==> config.mk <==
export PLATFORM = sky130hd
export DESIGN_NAME = sd_card_spi_host_sequencer_core_flat
export DESIGN_NICKNAME = d
export VERILOG_FILES = /design/src/rtl/core/sdspi_pkg.sv /design/src/rtl/core/sdspi_if.sv /design/src/rtl/core/sd_card_spi_host_sequencer_core.sv /design/src/flat_wrapper.sv
export VERILOG_INCLUDE_DIRS = /design/src /design/src/rtl/core
export SDC_FILE = /design/constraint.sdc
export NUM_CORES = 1
export LEC_CHECK = 0
export BUFFER_PORTS_ARGS = -buffer_cell sky130_fd_sc_hd__buf_4
export CORE_UTILIZATION = 38
export DETAILED_ROUTE_END_ITERATION = 7
export PLACE_DENSITY = 0.75
export SYNTH_ARGS = -nofsm -noshare
export SYNTH_HDL_FRONTEND = slang
export SYNTH_SLANG_ARGS = --single-unit
==> constraint.sdc <==
create_clock -name clk -period 1.58 [get_ports clk]
set_input_delay 0.316 -clock clk [delete_from_list [all_inputs] [get_ports clk]]
set_output_delay 0.316 -clock clk [all_outputs]
set_load 0.01 [all_outputs]
==> src/rtl/core/assert_macros.svh <==
// Assertion macros used by the RTL core.
`ifndef ASSERT_MACROS_SVH
`define ASSERT_MACROS_SVH
`ifndef SYNTHESIS
`define ASSERT_IMPLIES(label, clk, rst_n, a, b) \
  label: assert property (@(posedge clk) disable iff (!rst_n) (a) |-> (b)) \
    else $error("assertion failed");
`define ASSERT_NEXT(label, clk, rst_n, a, b) \
  label: assert property (@(posedge clk) disable iff (!rst_n) (a) |=> (b)) \
    else $error("assertion failed");
`else
`define ASSERT_IMPLIES(label, clk, rst_n, a, b)
`define ASSERT_NEXT(label, clk, rst_n, a, b)
`endif
`endif

==> src/rtl/core/sdspi_pkg.sv <==
// Types and constants of the SD-card SPI host sequencer.
package sdspi_pkg;
  localparam logic [2:0] ACT_INIT = 3'd0;
  localparam logic [2:0] ACT_READ = 3'd1;
  localparam logic [2:0] ACT_WRITE = 3'd2;
  localparam logic [2:0] ACT_EJECT = 3'd3;
  localparam logic [2:0] ACT_XCHG = 3'd4;
  localparam logic [2:0] ACT_TICK = 3'd5;

  localparam logic [1:0] RES_OK = 2'd0;
  localparam logic [1:0] RES_ERR = 2'd1;
  localparam logic [1:0] RES_NRDY = 2'd2;
  localparam logic [1:0] RES_PARM = 2'd3;

  localparam logic [1:0] CFG_TIMEOUT = 2'd0;
  localparam logic [1:0] CFG_WAIT = 2'd1;
  localparam logic [1:0] CFG_DUMMY = 2'd2;

  localparam int BLOCK_BYTES = 512;
  localparam int CARD_REG_BYTES = 16;

  typedef struct packed {
    logic [2:0] action;
    logic [7:0] drive;
    logic [31:0] sector;
    logic [15:0] num_blocks;
    logic [7:0] miso_byte;
    logic [7:0] write_byte;
  } in_item_t;

  typedef struct packed {
    logic [7:0] mosi_byte;
    logic exchange_wanted;
    logic chip_select;
    logic [7:0] read_byte;
    logic read_valid;
    logic write_taken;
    logic done_res;
    logic [1:0] result_code;
    logic not_initialised;
    logic [1:0] card_kind;
    logic fast_clock;
  } out_item_t;
endpackage

==> src/rtl/core/sdspi_if.sv <==
// Valid/ready channel interface carrying one payload.
interface sdspi_if #(parameter type T = logic);
  logic valid;
  logic ready;
  T payload;
  modport source(output valid, output payload, input ready);
  modport sink(input valid, input payload, output ready);
endinterface

==> src/rtl/core/sd_card_spi_host_sequencer_core.sv <==
// SD-card SPI-mode host sequencer: one item per command, byte exchange or tick.
//  channel | dir | payload
//  in_     | in  | in_item_t  (action, drive, sector, num_blocks, miso, write)
//  out_    | out | out_item_t (mosi, cs, read data, completion, status)
//  cfg_    | in  | index 2b, data 24b, write enable
// One item is accepted per cycle; its result is registered and shown in the cycle after acceptance.
// Throughput is set by the single state update; the output register stalls
// input only while it holds an untaken result. Reset is synchronous, active low.
`include "assert_macros.svh"
module sd_card_spi_host_sequencer_core (
  input  logic clk,
  input  logic rst_n,
  input  logic cfg_we,
  input  logic [1:0] cfg_index,
  input  logic [23:0] cfg_data,
  sdspi_if.sink   in_ch,
  sdspi_if.source out_ch
);
  import sdspi_pkg::*;

  localparam logic [4:0] P_IDLE = 5'd0, P_DUMMY = 5'd1, P_PRE = 5'd2, P_SEND = 5'd3,
    P_RESP = 5'd4, P_EXTRA = 5'd5, P_TOKEN = 5'd6, P_DATA = 5'd7, P_CRC = 5'd8,
    P_STUFF = 5'd9, P_RBUSY = 5'd10, P_WTOKEN = 5'd11, P_WDATA = 5'd12, P_WCRC = 5'd13,
    P_WRESP = 5'd14, P_WBUSY = 5'd15, P_WSTOP = 5'd16, P_WSKIP = 5'd17, P_WSBUSY = 5'd18;

  logic [23:0] tmo_r;
  logic [7:0] wlim_r, dummy_r;
  logic [4:0] phase_r, phase_nxt;
  logic [5:0] cidx_r, cidx_nxt;
  logic [31:0] carg_r, carg_nxt;
  logic [2:0] fpos_r, fpos_nxt;
  logic [9:0] bcnt_r, bcnt_nxt;
  logic [15:0] left_r, left_nxt;
  logic [7:0] tries_r, tries_nxt;
  logic [23:0] tcnt_r, tcnt_nxt;
  logic [7:0] rs_r [5];
  logic [7:0] rs_nxt [5];
  logic [7:0] dresp_r, dresp_nxt;
  logic [1:0] ctype_r, ctype_nxt;
  logic init_r, init_nxt, clks_r, clks_nxt;
  logic eject_r, eject_nxt, v2_r, v2_nxt, loop_r, loop_nxt, fail_r, fail_nxt;
  logic [7:0] ob_r, ob_nxt;
  out_item_t res_nxt, res_r;
  logic ovalid_r;
  logic acc;
  in_item_t it;

  assign in_ch.ready = !ovalid_r || out_ch.ready;
  assign acc = in_ch.valid && in_ch.ready;
  assign it = in_ch.payload;
  assign out_ch.valid = ovalid_r;
  assign out_ch.payload = res_r;

  function automatic logic [7:0] frame_byte(input logic [2:0] pos, input logic [5:0] ci,
                                            input logic [31:0] ca);
    logic [7:0] b;
    case (pos)
      3'd0: b = {2'b01, ci};
      3'd1: b = ca[31:24];
      3'd2: b = ca[23:16];
      3'd3: b = ca[15:8];
      3'd4: b = ca[7:0];
      default: b = (ci == 6'd0) ? 8'h95 : ((ci == 6'd8) ? 8'h87 : 8'h01);
    endcase
    return b;
  endfunction

  always_comb begin
    logic done, cmd_end, cmd_ok, taken, rv;
    logic [1:0] code;
    logic [7:0] rd, m;
    logic [9:0] binc;
    done = 1'b0; cmd_end = 1'b0; cmd_ok = 1'b0; taken = 1'b0; rv = 1'b0;
    code = RES_OK; rd = 8'h00; m = it.miso_byte;
    binc = bcnt_r + 10'd1;
    phase_nxt = phase_r; cidx_nxt = cidx_r; carg_nxt = carg_r; fpos_nxt = fpos_r;
    bcnt_nxt = bcnt_r; left_nxt = left_r; tries_nxt = tries_r; tcnt_nxt = tcnt_r;
    rs_nxt = rs_r; dresp_nxt = dresp_r; ctype_nxt = ctype_r; init_nxt = init_r;
    clks_nxt = clks_r; eject_nxt = eject_r; v2_nxt = v2_r; loop_nxt = loop_r;
    fail_nxt = fail_r; ob_nxt = ob_r;
    if (it.action == ACT_XCHG) begin
      unique case (phase_r)
        P_DUMMY: begin
          bcnt_nxt = binc;
          if (binc >= {2'b00, dummy_r}) begin
            cidx_nxt = 6'd0; carg_nxt = '0; phase_nxt = P_PRE; ob_nxt = 8'hFF;
          end
        end
        P_PRE: begin
          fpos_nxt = 3'd0; phase_nxt = P_SEND; ob_nxt = frame_byte(3'd0, cidx_r, carg_r);
        end
        P_SEND: begin
          fpos_nxt = fpos_r + 3'd1;
          if (fpos_nxt < 3'd6) ob_nxt = frame_byte(fpos_nxt, cidx_r, carg_r);
          else if (cidx_r == 6'd12) begin
            phase_nxt = P_STUFF; ob_nxt = 8'hFF;
          end else begin
            tries_nxt = '0; phase_nxt = P_RESP; ob_nxt = 8'hFF;
          end
        end
        P_STUFF: begin
          tries_nxt = '0; phase_nxt = P_RESP; ob_nxt = 8'hFF;
        end
        P_RESP: begin
          rs_nxt[0] = m;
          if (tries_r != 8'hFF) tries_nxt = tries_r + 8'd1;
          if (m != 8'hFF) begin
            if (cidx_r == 6'd8 || cidx_r == 6'd58) begin
              fpos_nxt = 3'd1; phase_nxt = P_EXTRA; ob_nxt = 8'hFF;
            end else begin
              cmd_end = 1'b1; cmd_ok = 1'b1;
            end
          end else if (tries_nxt >= wlim_r) cmd_end = 1'b1;
        end
        P_EXTRA: begin
          if (fpos_r < 3'd5) rs_nxt[fpos_r] = m;
          fpos_nxt = fpos_r + 3'd1;
          if (fpos_nxt >= 3'd5) begin
            cmd_end = 1'b1; cmd_ok = 1'b1;
          end
        end
        P_TOKEN: if (m != 8'hFF) begin
          bcnt_nxt = '0; phase_nxt = P_DATA; ob_nxt = 8'hFF;
        end
        P_DATA: begin
          if (cidx_r != 6'd9) begin
            rd = m; rv = 1'b1;
          end
          bcnt_nxt = binc;
          if (binc >= ((cidx_r == 6'd9) ? 10'(CARD_REG_BYTES) : 10'(BLOCK_BYTES))) begin
            fpos_nxt = 3'd0; phase_nxt = P_CRC; ob_nxt = 8'hFF;
          end
        end
        P_CRC: begin
          fpos_nxt = fpos_r + 3'd1;
          if (fpos_nxt >= 3'd2) begin
            if (cidx_r == 6'd9) begin
              clks_nxt = 1'b1; init_nxt = 1'b1; done = 1'b1;
            end else if (cidx_r == 6'd17) done = 1'b1;
            else begin
              left_nxt = left_r - 16'd1;
              if (left_nxt != 16'd0) begin
                phase_nxt = P_TOKEN; ob_nxt = 8'hFF;
              end else begin
                cidx_nxt = 6'd12; carg_nxt = '0; fpos_nxt = 3'd0; phase_nxt = P_SEND;
                ob_nxt = frame_byte(3'd0, 6'd12, 32'd0);
              end
            end
          end
        end
        P_RBUSY: if (m >= 8'h0F) begin
          done = 1'b1; code = fail_r ? RES_ERR : RES_OK;
        end
        P_WTOKEN: begin
          bcnt_nxt = '0; phase_nxt = P_WDATA; ob_nxt = it.write_byte; taken = 1'b1;
        end
        P_WDATA: begin
          bcnt_nxt = binc;
          if (binc < 10'(BLOCK_BYTES)) begin
            ob_nxt = it.write_byte; taken = 1'b1;
          end else begin
            fpos_nxt = 3'd0; phase_nxt = P_WCRC; ob_nxt = 8'h00;
          end
        end
        P_WCRC: begin
          fpos_nxt = fpos_r + 3'd1;
          if (fpos_nxt >= 3'd2) begin
            phase_nxt = P_WRESP; ob_nxt = 8'hFF;
          end
        end
        P_WRESP: begin
          dresp_nxt = m; phase_nxt = P_WBUSY; ob_nxt = 8'hFF;
        end
        P_WBUSY: if (m == 8'hFF) begin
          if (cidx_r == 6'd24) begin
            done = 1'b1; code = ((dresp_r & 8'h1F) == 8'h05) ? RES_OK : RES_ERR;
          end else begin
            left_nxt = left_r - 16'd1;
            if (left_nxt != 16'd0) begin
              phase_nxt = P_WTOKEN; ob_nxt = 8'hFC;
            end else begin
              phase_nxt = P_WSTOP; ob_nxt = 8'hFD;
            end
          end
        end
        P_WSTOP: begin
          phase_nxt = P_WSKIP; ob_nxt = 8'hFF;
        end
        P_WSKIP: begin
          phase_nxt = P_WSBUSY; ob_nxt = 8'hFF;
        end
        P_WSBUSY: if (m == 8'hFF) done = 1'b1;
        default: ;
      endcase
      // Completion of a command response decides the next command or ends the action.
      if (cmd_end) begin
        case (cidx_r)
          6'd0: begin
            if (eject_r) begin
              init_nxt = 1'b0; clks_nxt = 1'b0; done = 1'b1;
            end else if (!cmd_ok || rs_nxt[0] != 8'h01) begin
              done = 1'b1; code = RES_ERR;
            end else begin
              cidx_nxt = 6'd8; carg_nxt = 32'h000001AA; phase_nxt = P_PRE; ob_nxt = 8'hFF;
            end
          end
          6'd8: begin
            if (cmd_ok && (rs_nxt[4] != 8'hAA || rs_nxt[3] != 8'h01)) begin
              done = 1'b1; code = RES_ERR;
            end else begin
              v2_nxt = cmd_ok; tcnt_nxt = '0; loop_nxt = 1'b1;
              cidx_nxt = 6'd55; carg_nxt = '0; phase_nxt = P_PRE; ob_nxt = 8'hFF;
            end
          end
          6'd55: begin
            cidx_nxt = 6'd41; carg_nxt = 32'h40000000; phase_nxt = P_PRE; ob_nxt = 8'hFF;
          end
          6'd41: begin
            phase_nxt = P_PRE; ob_nxt = 8'hFF;
            if (rs_nxt[0] == 8'h01 && tcnt_r < tmo_r) begin
              cidx_nxt = 6'd55; carg_nxt = '0;
            end else begin
              loop_nxt = 1'b0;
              if (tcnt_r >= tmo_r) begin
                done = 1'b1; code = RES_ERR;
              end else if (v2_r) begin
                cidx_nxt = 6'd58; carg_nxt = '0;
              end else begin
                cidx_nxt = 6'd16; carg_nxt = 32'h00000200;
              end
            end
          end
          6'd58: begin
            phase_nxt = P_PRE; ob_nxt = 8'hFF;
            if (rs_nxt[1][6]) begin
              ctype_nxt = 2'd1; cidx_nxt = 6'd9; carg_nxt = '0;
            end else begin
              cidx_nxt = 6'd16; carg_nxt = 32'h00000200;
            end
          end
          6'd16: begin
            ctype_nxt = v2_r ? 2'd2 : 2'd3; clks_nxt = 1'b1; init_nxt = 1'b1; done = 1'b1;
          end
          6'd9: begin
            phase_nxt = P_TOKEN; ob_nxt = 8'hFF;
          end
          6'd17, 6'd18: begin
            if (rs_nxt[0] != 8'h00) begin
              done = 1'b1; code = RES_ERR;
            end else begin
              phase_nxt = P_TOKEN; ob_nxt = 8'hFF;
            end
          end
          6'd24, 6'd25: begin
            if (rs_nxt[0] != 8'h00) begin
              done = 1'b1; code = RES_ERR;
            end else begin
              phase_nxt = P_WTOKEN; ob_nxt = (cidx_r == 6'd25) ? 8'hFC : 8'hFE;
            end
          end
          6'd12: begin
            fail_nxt = rs_nxt[0] != 8'h00; phase_nxt = P_RBUSY; ob_nxt = 8'hFF;
          end
          default: begin
            done = 1'b1; code = RES_ERR;
          end
        endcase
      end
    end else if (it.action == ACT_TICK) begin
      if (loop_r && tcnt_r != 24'hFFFFFF) tcnt_nxt = tcnt_r + 24'd1;
    end else if (it.action <= ACT_EJECT && phase_r == P_IDLE) begin
      if (it.action == ACT_INIT) begin
        init_nxt = 1'b0; clks_nxt = 1'b0; ctype_nxt = '0; eject_nxt = 1'b0;
        v2_nxt = 1'b0; loop_nxt = 1'b0; bcnt_nxt = '0; ob_nxt = 8'hFF;
        if (dummy_r == 8'd0) begin
          cidx_nxt = 6'd0; carg_nxt = '0; phase_nxt = P_PRE;
        end else phase_nxt = P_DUMMY;
      end else if (it.drive != 8'd0) begin
        done = 1'b1; code = RES_PARM;
      end else if (it.action == ACT_EJECT) begin
        eject_nxt = 1'b1; cidx_nxt = 6'd0; carg_nxt = '0; phase_nxt = P_PRE; ob_nxt = 8'hFF;
      end else if (!init_r) begin
        done = 1'b1; code = RES_NRDY;
      end else begin
        eject_nxt = 1'b0;
        left_nxt = (it.num_blocks > 16'd1) ? it.num_blocks : 16'd1;
        carg_nxt = it.sector; phase_nxt = P_PRE; ob_nxt = 8'hFF;
        if (it.action == ACT_READ) cidx_nxt = (it.num_blocks > 16'd1) ? 6'd18 : 6'd17;
        else cidx_nxt = (it.num_blocks > 16'd1) ? 6'd25 : 6'd24;
      end
    end
    if (done) begin
      phase_nxt = P_IDLE; ob_nxt = 8'hFF;
    end
    res_nxt.mosi_byte = ob_nxt;
    res_nxt.exchange_wanted = phase_nxt != P_IDLE;
    res_nxt.chip_select = phase_nxt == P_IDLE || phase_nxt == P_DUMMY || phase_nxt == P_PRE;
    res_nxt.read_byte = rd;
    res_nxt.read_valid = rv;
    res_nxt.write_taken = taken;
    res_nxt.done_res = done;
    res_nxt.result_code = done ? code : RES_OK;
    res_nxt.not_initialised = !init_nxt;
    res_nxt.card_kind = ctype_nxt;
    res_nxt.fast_clock = clks_nxt;
  end

  always_ff @(posedge clk) begin
    if (!rst_n) begin
      tmo_r <= 24'd1200000; wlim_r <= 8'd9; dummy_r <= 8'd12;
    end else if (cfg_we) begin
      case (cfg_index)
        CFG_TIMEOUT: tmo_r <= cfg_data;
        CFG_WAIT: wlim_r <= cfg_data[7:0];
        CFG_DUMMY: dummy_r <= cfg_data[7:0];
        default: ;
      endcase
    end
  end

  always_ff @(posedge clk) begin
    if (!rst_n) begin
      phase_r <= P_IDLE; cidx_r <= '0; carg_r <= '0; fpos_r <= '0; bcnt_r <= '0;
      left_r <= '0; tries_r <= '0; tcnt_r <= '0; dresp_r <= 8'hFF; ctype_r <= '0;
      init_r <= 1'b0; clks_r <= 1'b0; eject_r <= 1'b0; v2_r <= 1'b0; loop_r <= 1'b0;
      fail_r <= 1'b0; ob_r <= 8'hFF; ovalid_r <= 1'b0;
    end else begin
      if (acc) begin
        phase_r <= phase_nxt; cidx_r <= cidx_nxt; carg_r <= carg_nxt; fpos_r <= fpos_nxt;
        bcnt_r <= bcnt_nxt; left_r <= left_nxt; tries_r <= tries_nxt; tcnt_r <= tcnt_nxt;
        dresp_r <= dresp_nxt; ctype_r <= ctype_nxt; init_r <= init_nxt; clks_r <= clks_nxt;
        eject_r <= eject_nxt; v2_r <= v2_nxt; loop_r <= loop_nxt; fail_r <= fail_nxt;
        ob_r <= ob_nxt;
      end
      if (acc) ovalid_r <= 1'b1;
      else if (out_ch.ready) ovalid_r <= 1'b0;
    end
  end

  always_ff @(posedge clk) begin
    if (acc) begin
      rs_r <= rs_nxt;
      res_r <= res_nxt;
    end
  end

  `ASSERT_NEXT(a_hold, clk, rst_n, ovalid_r && !out_ch.ready, ovalid_r)
  `ASSERT_IMPLIES(a_idle_cs, clk, rst_n, ovalid_r && !res_r.exchange_wanted, res_r.chip_select)
  `ASSERT_IMPLIES(a_code, clk, rst_n, ovalid_r && !res_r.done_res, res_r.result_code == RES_OK)
  `ASSERT_IMPLIES(a_loop, clk, rst_n, loop_r, phase_r != P_IDLE)
endmodule
==> src/flat_wrapper.sv <==
// flat-port wrapper written by rule: the top's interface ports become plain ports
module sd_card_spi_host_sequencer_core_flat import sdspi_pkg::*;
  (clk, rst_n, cfg_we, cfg_index, cfg_data, in_ch_valid, in_ch_payload, in_ch_ready, out_ch_valid, out_ch_payload, out_ch_ready);
  sdspi_if in_ch_i ();
  sdspi_if out_ch_i ();
  input  logic clk;
  input  logic rst_n;
  input  logic cfg_we;
  input  logic [1:0] cfg_index;
  input  logic [23:0] cfg_data;
  input wire logic [$bits(in_ch_i.valid)-1:0] in_ch_valid;
  input wire logic [$bits(in_ch_i.payload)-1:0] in_ch_payload;
  output wire logic [$bits(in_ch_i.ready)-1:0] in_ch_ready;
  output wire logic [$bits(out_ch_i.valid)-1:0] out_ch_valid;
  output wire logic [$bits(out_ch_i.payload)-1:0] out_ch_payload;
  input wire logic [$bits(out_ch_i.ready)-1:0] out_ch_ready;
  assign in_ch_i.valid = in_ch_valid;
  assign in_ch_i.payload = in_ch_payload;
  assign in_ch_ready = in_ch_i.ready;
  assign out_ch_valid = out_ch_i.valid;
  assign out_ch_payload = out_ch_i.payload;
  assign out_ch_i.ready = out_ch_ready;
  sd_card_spi_host_sequencer_core u_core (.clk(clk), .rst_n(rst_n), .cfg_we(cfg_we), .cfg_index(cfg_index), .cfg_data(cfg_data), .in_ch(in_ch_i), .out_ch(out_ch_i));
endmodule
Word-level counts from Yosys, hierarchy flattened
Cells that the tools add are included.
{"block": "word_totals", "output_inout_bits": 3, "wordCells": 18, "register_bits": 16}
{"block": "classes", "eq_ne": 1, "n_reduce_logical": 8, "mux": 4}
{"op": "8-bit zero test", "n": 1}
{"op": "5-bit zero test", "n": 1}
{"op": "2-bit AND reduction", "n": 2}
{"op": "1-bit 2-to-1 mux", "n": 3}
{"op": "2-bit == test, second input constant", "n": 1}
{"op": "2-bit 2-to-1 mux", "n": 1}
{"op": "2-bit nonzero test", "n": 1}
{"op": "1-bit logical AND", "n": 1}
{"op": "1-bit zero test", "n": 1}
{"op": "1-bit logical OR", "n": 1}

Longest topological paths before layout
{"block": "logic_depth", "word_depth": 4, "ltp_mapped": 4}

Worst setup path before layout
Ideal clock, no wire load.
{"block": "synth_timing", "path_type": "register to register", "startpoint": "register u_core.dummy_r[3]", "endpoint": "register u_core.phase_r[1]", "t_arrival_ps": 1101, "required_time_ps": 1484, "setup_ps": 96, "slack_ps": 383, "n_path_buf": 0, "stages_incl_launch_ff": 3, "period_less_slack_ps": 1197, "cell_sequence": "dfxtp_1 or4_4 o41ai_2"}
{"block": "synth_between", "elab_chain_cells": 2}
{"item": "start: declaration", "line": "sd_card_spi_host_sequencer_core.sv:27", "rtl": "logic [7:0] wlim_r, dummy_r;"}
{"item": "start signal: assignment", "line": "sd_card_spi_host_sequencer_core.sv:315", "rtl": "CFG_DUMMY: dummy_r <= cfg_data[7:0];"}
{"item": "8-bit zero test", "line": "sd_card_spi_host_sequencer_core.sv:275", "rtl": "if (dummy_r == 8'd0) begin"}
{"item": "2-bit 2-to-1 mux", "line": "sd_card_spi_host_sequencer_core.sv:275"}
{"item": "end signal: assignment", "line": "sd_card_spi_host_sequencer_core.sv:329", "rtl": "phase_r <= phase_nxt; cidx_r <= cidx_nxt; carg_r <= carg_nxt; fpos_r <= fpos_nxt;"}
{"item": "end: declaration", "line": "sd_card_spi_host_sequencer_core.sv:28", "rtl": "logic [4:0] phase_r, phase_nxt;"}
Every way passes these cells.
A chain may end at the register's enable or synchronous reset.

Final worst setup path
Same ends and word-level chain as after synthesis.

==> metrics.md <==
| Metric | Value |
|---|---|
| Status | complete, no violations |
| Die width | 38.20 um |
| TritonCTS Buffers | 3 |
| RSZ-0062 raised after global routing | no |
| Type of origin of the critical path | flop |
| Grt ovf | 0 |
| FF/Latch Area | 270.3 um^2 |
| Clock Skew | 0.002403 ns |
| Vias in the first global route | 362 |
| Relative slew margins | 84.02% |
| Rows | 12 |
| Setup slack after layout | 0.3370 ns |
| Die Ht | 38.20 um |
| Worst EP arrival | 1.42 ns |
| Core area | 1156 um^2 |
| Fin. max-slew vios | 0 |
| Nets | 101 |
| Via count | 392 |
| CP required | 1.76 ns |
| CTS sink cnt | 13 |
| First-pass GRT wire length | 1469 um |
| Crit-path max FO | 2 |
| Synthesized Nets | 79 |
| # fillers | 101 |
| Worst-case reg-to-reg path depth | 2 |
| Yosys reg bits | 13 |
| Remaining antenna violation count after routing | 0 |
| Max VDD drop | 461.7 uV |
| Period utilization | 78.67% |
| Setup_tns | 0 ns |
| PortBufs | 17 |
| Post-CTS Resized | 0 |
| Mapped Area | 498.0 um^2 |
| Fin. Hold Viols | 0 |
| Worst Setup End Kind | flop |
| Mean Syn Cell Area | 10.60 um^2 |
| Leakage | 0.3438 nW |
| Commonest non-fill, non-tap cell in the layout | buf_4 |
| Layout cells sized above 1 | 35.29% |
| Post-layout min period | 1.243 ns |
| Max cap viols | 0 |
| Multi-input gate area | 211.5 um^2 |
| Syn-to-layout area delta | 34.92% |
| Clk_lat worst skew | 0.26 ns |
| 1st-iter DRT viols | 6 |
| Type of the worst min-delay path | in2reg |
| Initial cell density of the core | 43.07% |
| DRC viols | 0 |
| Hold Path Depth | 3 |
| Number of antenna violations at the first check in global routing | 0 |
| CTS tree | yes |
| Setup repair bufs after CTS | 0 |
| Via-to-Cell Ratio | 4.780 |
| Synth area leader | dfxtp_1 |
| Hold-fix buffer count after cts | 0 |
| Ant diodes | 0 |
| Overall global routing resource usage | 15.06% |
| Top cells by area, synth | dfxtp_1 (48%), mux2i_1 (16%), edfxtp_1 (6.0%), nor2_1 (5.3%), nand2_1 (3.8%) |
| Root Driver | clkbuf_4 |
| Setup violators final | 0 |
| WL final | 842 um |
| Largest net degree at the start of global routing | 9 |
| H-tree depth reported by CTS | 1 |
| Ports | 35 |
| Gate Count Post-Synth | 47 |
| Wirelength per Cell | 10.27 um |
| Worst Setup Slack post-DPL | 0.3535 ns |
| Sequential area share after synthesis | 54.27% |
| CP Class | reg2reg |
| Detailed Routing Iterations Pass 1 | 2 |
| RePlAce Congestion | 0.5875 |
| DIE AREA | 1459 um^2 |
| Ys Warns | 0 |
| Worst Max-Slew Pin Slew | 0.2366 ns |
| Share of the synthesized area in the top cell type | 48.24% |
| Most frequent cells in the layout | buf_4 (18), dfxtp_1 (12), mux2i_1 (8) |
| Pwr/cell area | 920.2 nW/um^2 |
| Clk buf depth | 2 |
| Clock-pin slew of the registers on the worst-case setup and hold paths | 0.08 ns |
| Distinct cells, synth | 17 |
| Max frequency | 804.5 MHz |
-- metrics by stage --
step | hold WS (ns) | util [%] | std cells | instance area (um^2) | power, W
final | 0.2634 | 58.12 | 82 | 671.9 | 0.0006182
after global routing | 0.2718 | 58.12 | 82 | 671.9 | 0.0006427
after CTS | 0.2585 | 58.12 | 82 | 671.9 | 0.0006204
after detailed placement | 0.4431 | 55.84 | 78 | 645.6 | 0.0004309
after global placement | 0.4378 | 55.84 | 78 | 645.6 | 0.0004291
after floorplan | 0.3779 | - | 47 | 498.0 | 0.0003895
-- metal layers --
| metal | global-route usage (%) | part of all wire, % |
|---|---|---|
| met1 | 19.26 | 47 |
| met2 | 22.03 | 47 |
| met3 | 3.488 | 4.4 |
| met4 | 10.71 | 1.5 |
| met5 | 0 | 0 |
-- worst max-delay path, stage by stage (launching register included) --
cell and delay [ns]:
dfxtp_1 0.32, or4_4 0.54, o41ai_2 0.30
-- synthesized netlist by cell type --
| cell | count |
|---|---|
| dfxtp_1 | 12 |
| mux2i_1 | 8 |
| nor2_1 | 7 |
| nand2_1 | 5 |
| inv_1 | 2 |
| nand2b_1 | 2 |
| a21oi_1 | 1 |
| buf_2 | 1 |
| edfxtp_1 | 1 |
| inv_2 | 1 |
| nand3b_1 | 1 |
| o21a_1 | 1 |
| o311a_1 | 1 |
| o41ai_1 | 1 |
| o41ai_2 | 1 |
| or4_1 | 1 |
| or4_4 | 1 |
-- cell type report --
class / count / area share, %
sequential: 13 / 40.22
multi-input combinational: 30 / 31.47
timing repair buffer: 18 / 20.11
clock buffer: 4 / 3.911
tap: 14 / 2.607
inverter: 3 / 1.676
-- worst paths after layout --
kind,from,to,slack [ns]
max,u_core.dummy_r[3],u_core.phase_r[1],0.34
min,cfg_data[3],u_core.dummy_r[3],0.26
max reg2reg,u_core.dummy_r[3],u_core.phase_r[1],0.34
min reg2reg,u_core.clks_r,u_core.clks_r,0.46
-- power by group --
group	switching [W]	leakage, nW	internal, W
clock network	0.0000986	0.0150	0.0000974
registers	0.00000747	0.108	0.000344
logic	0.0000278	0.221	0.0000429
total	0.000134	0.344	0.000484
-- sequential cells by signal, summed over array words and instances, names as in the netlist --
register,count
u_core.out_ch.valid,1
u_core.clks_r,1
u_core.dummy_r,8
u_core.phase_r,2
u_core.out_ch.payload,1
-- logic make-up after synthesis --
| logic type | share of synthesized area, % |
|---|---|
| flip-flops | 54.27 |
| AO/OA/AOI/OAI | 9.549 |
| buffers and inverters | 3.265 |
| multiplexers | 16.08 |
| AND/OR/NAND/NOR | 16.84 |
Power figures use the tool's default switching activity.
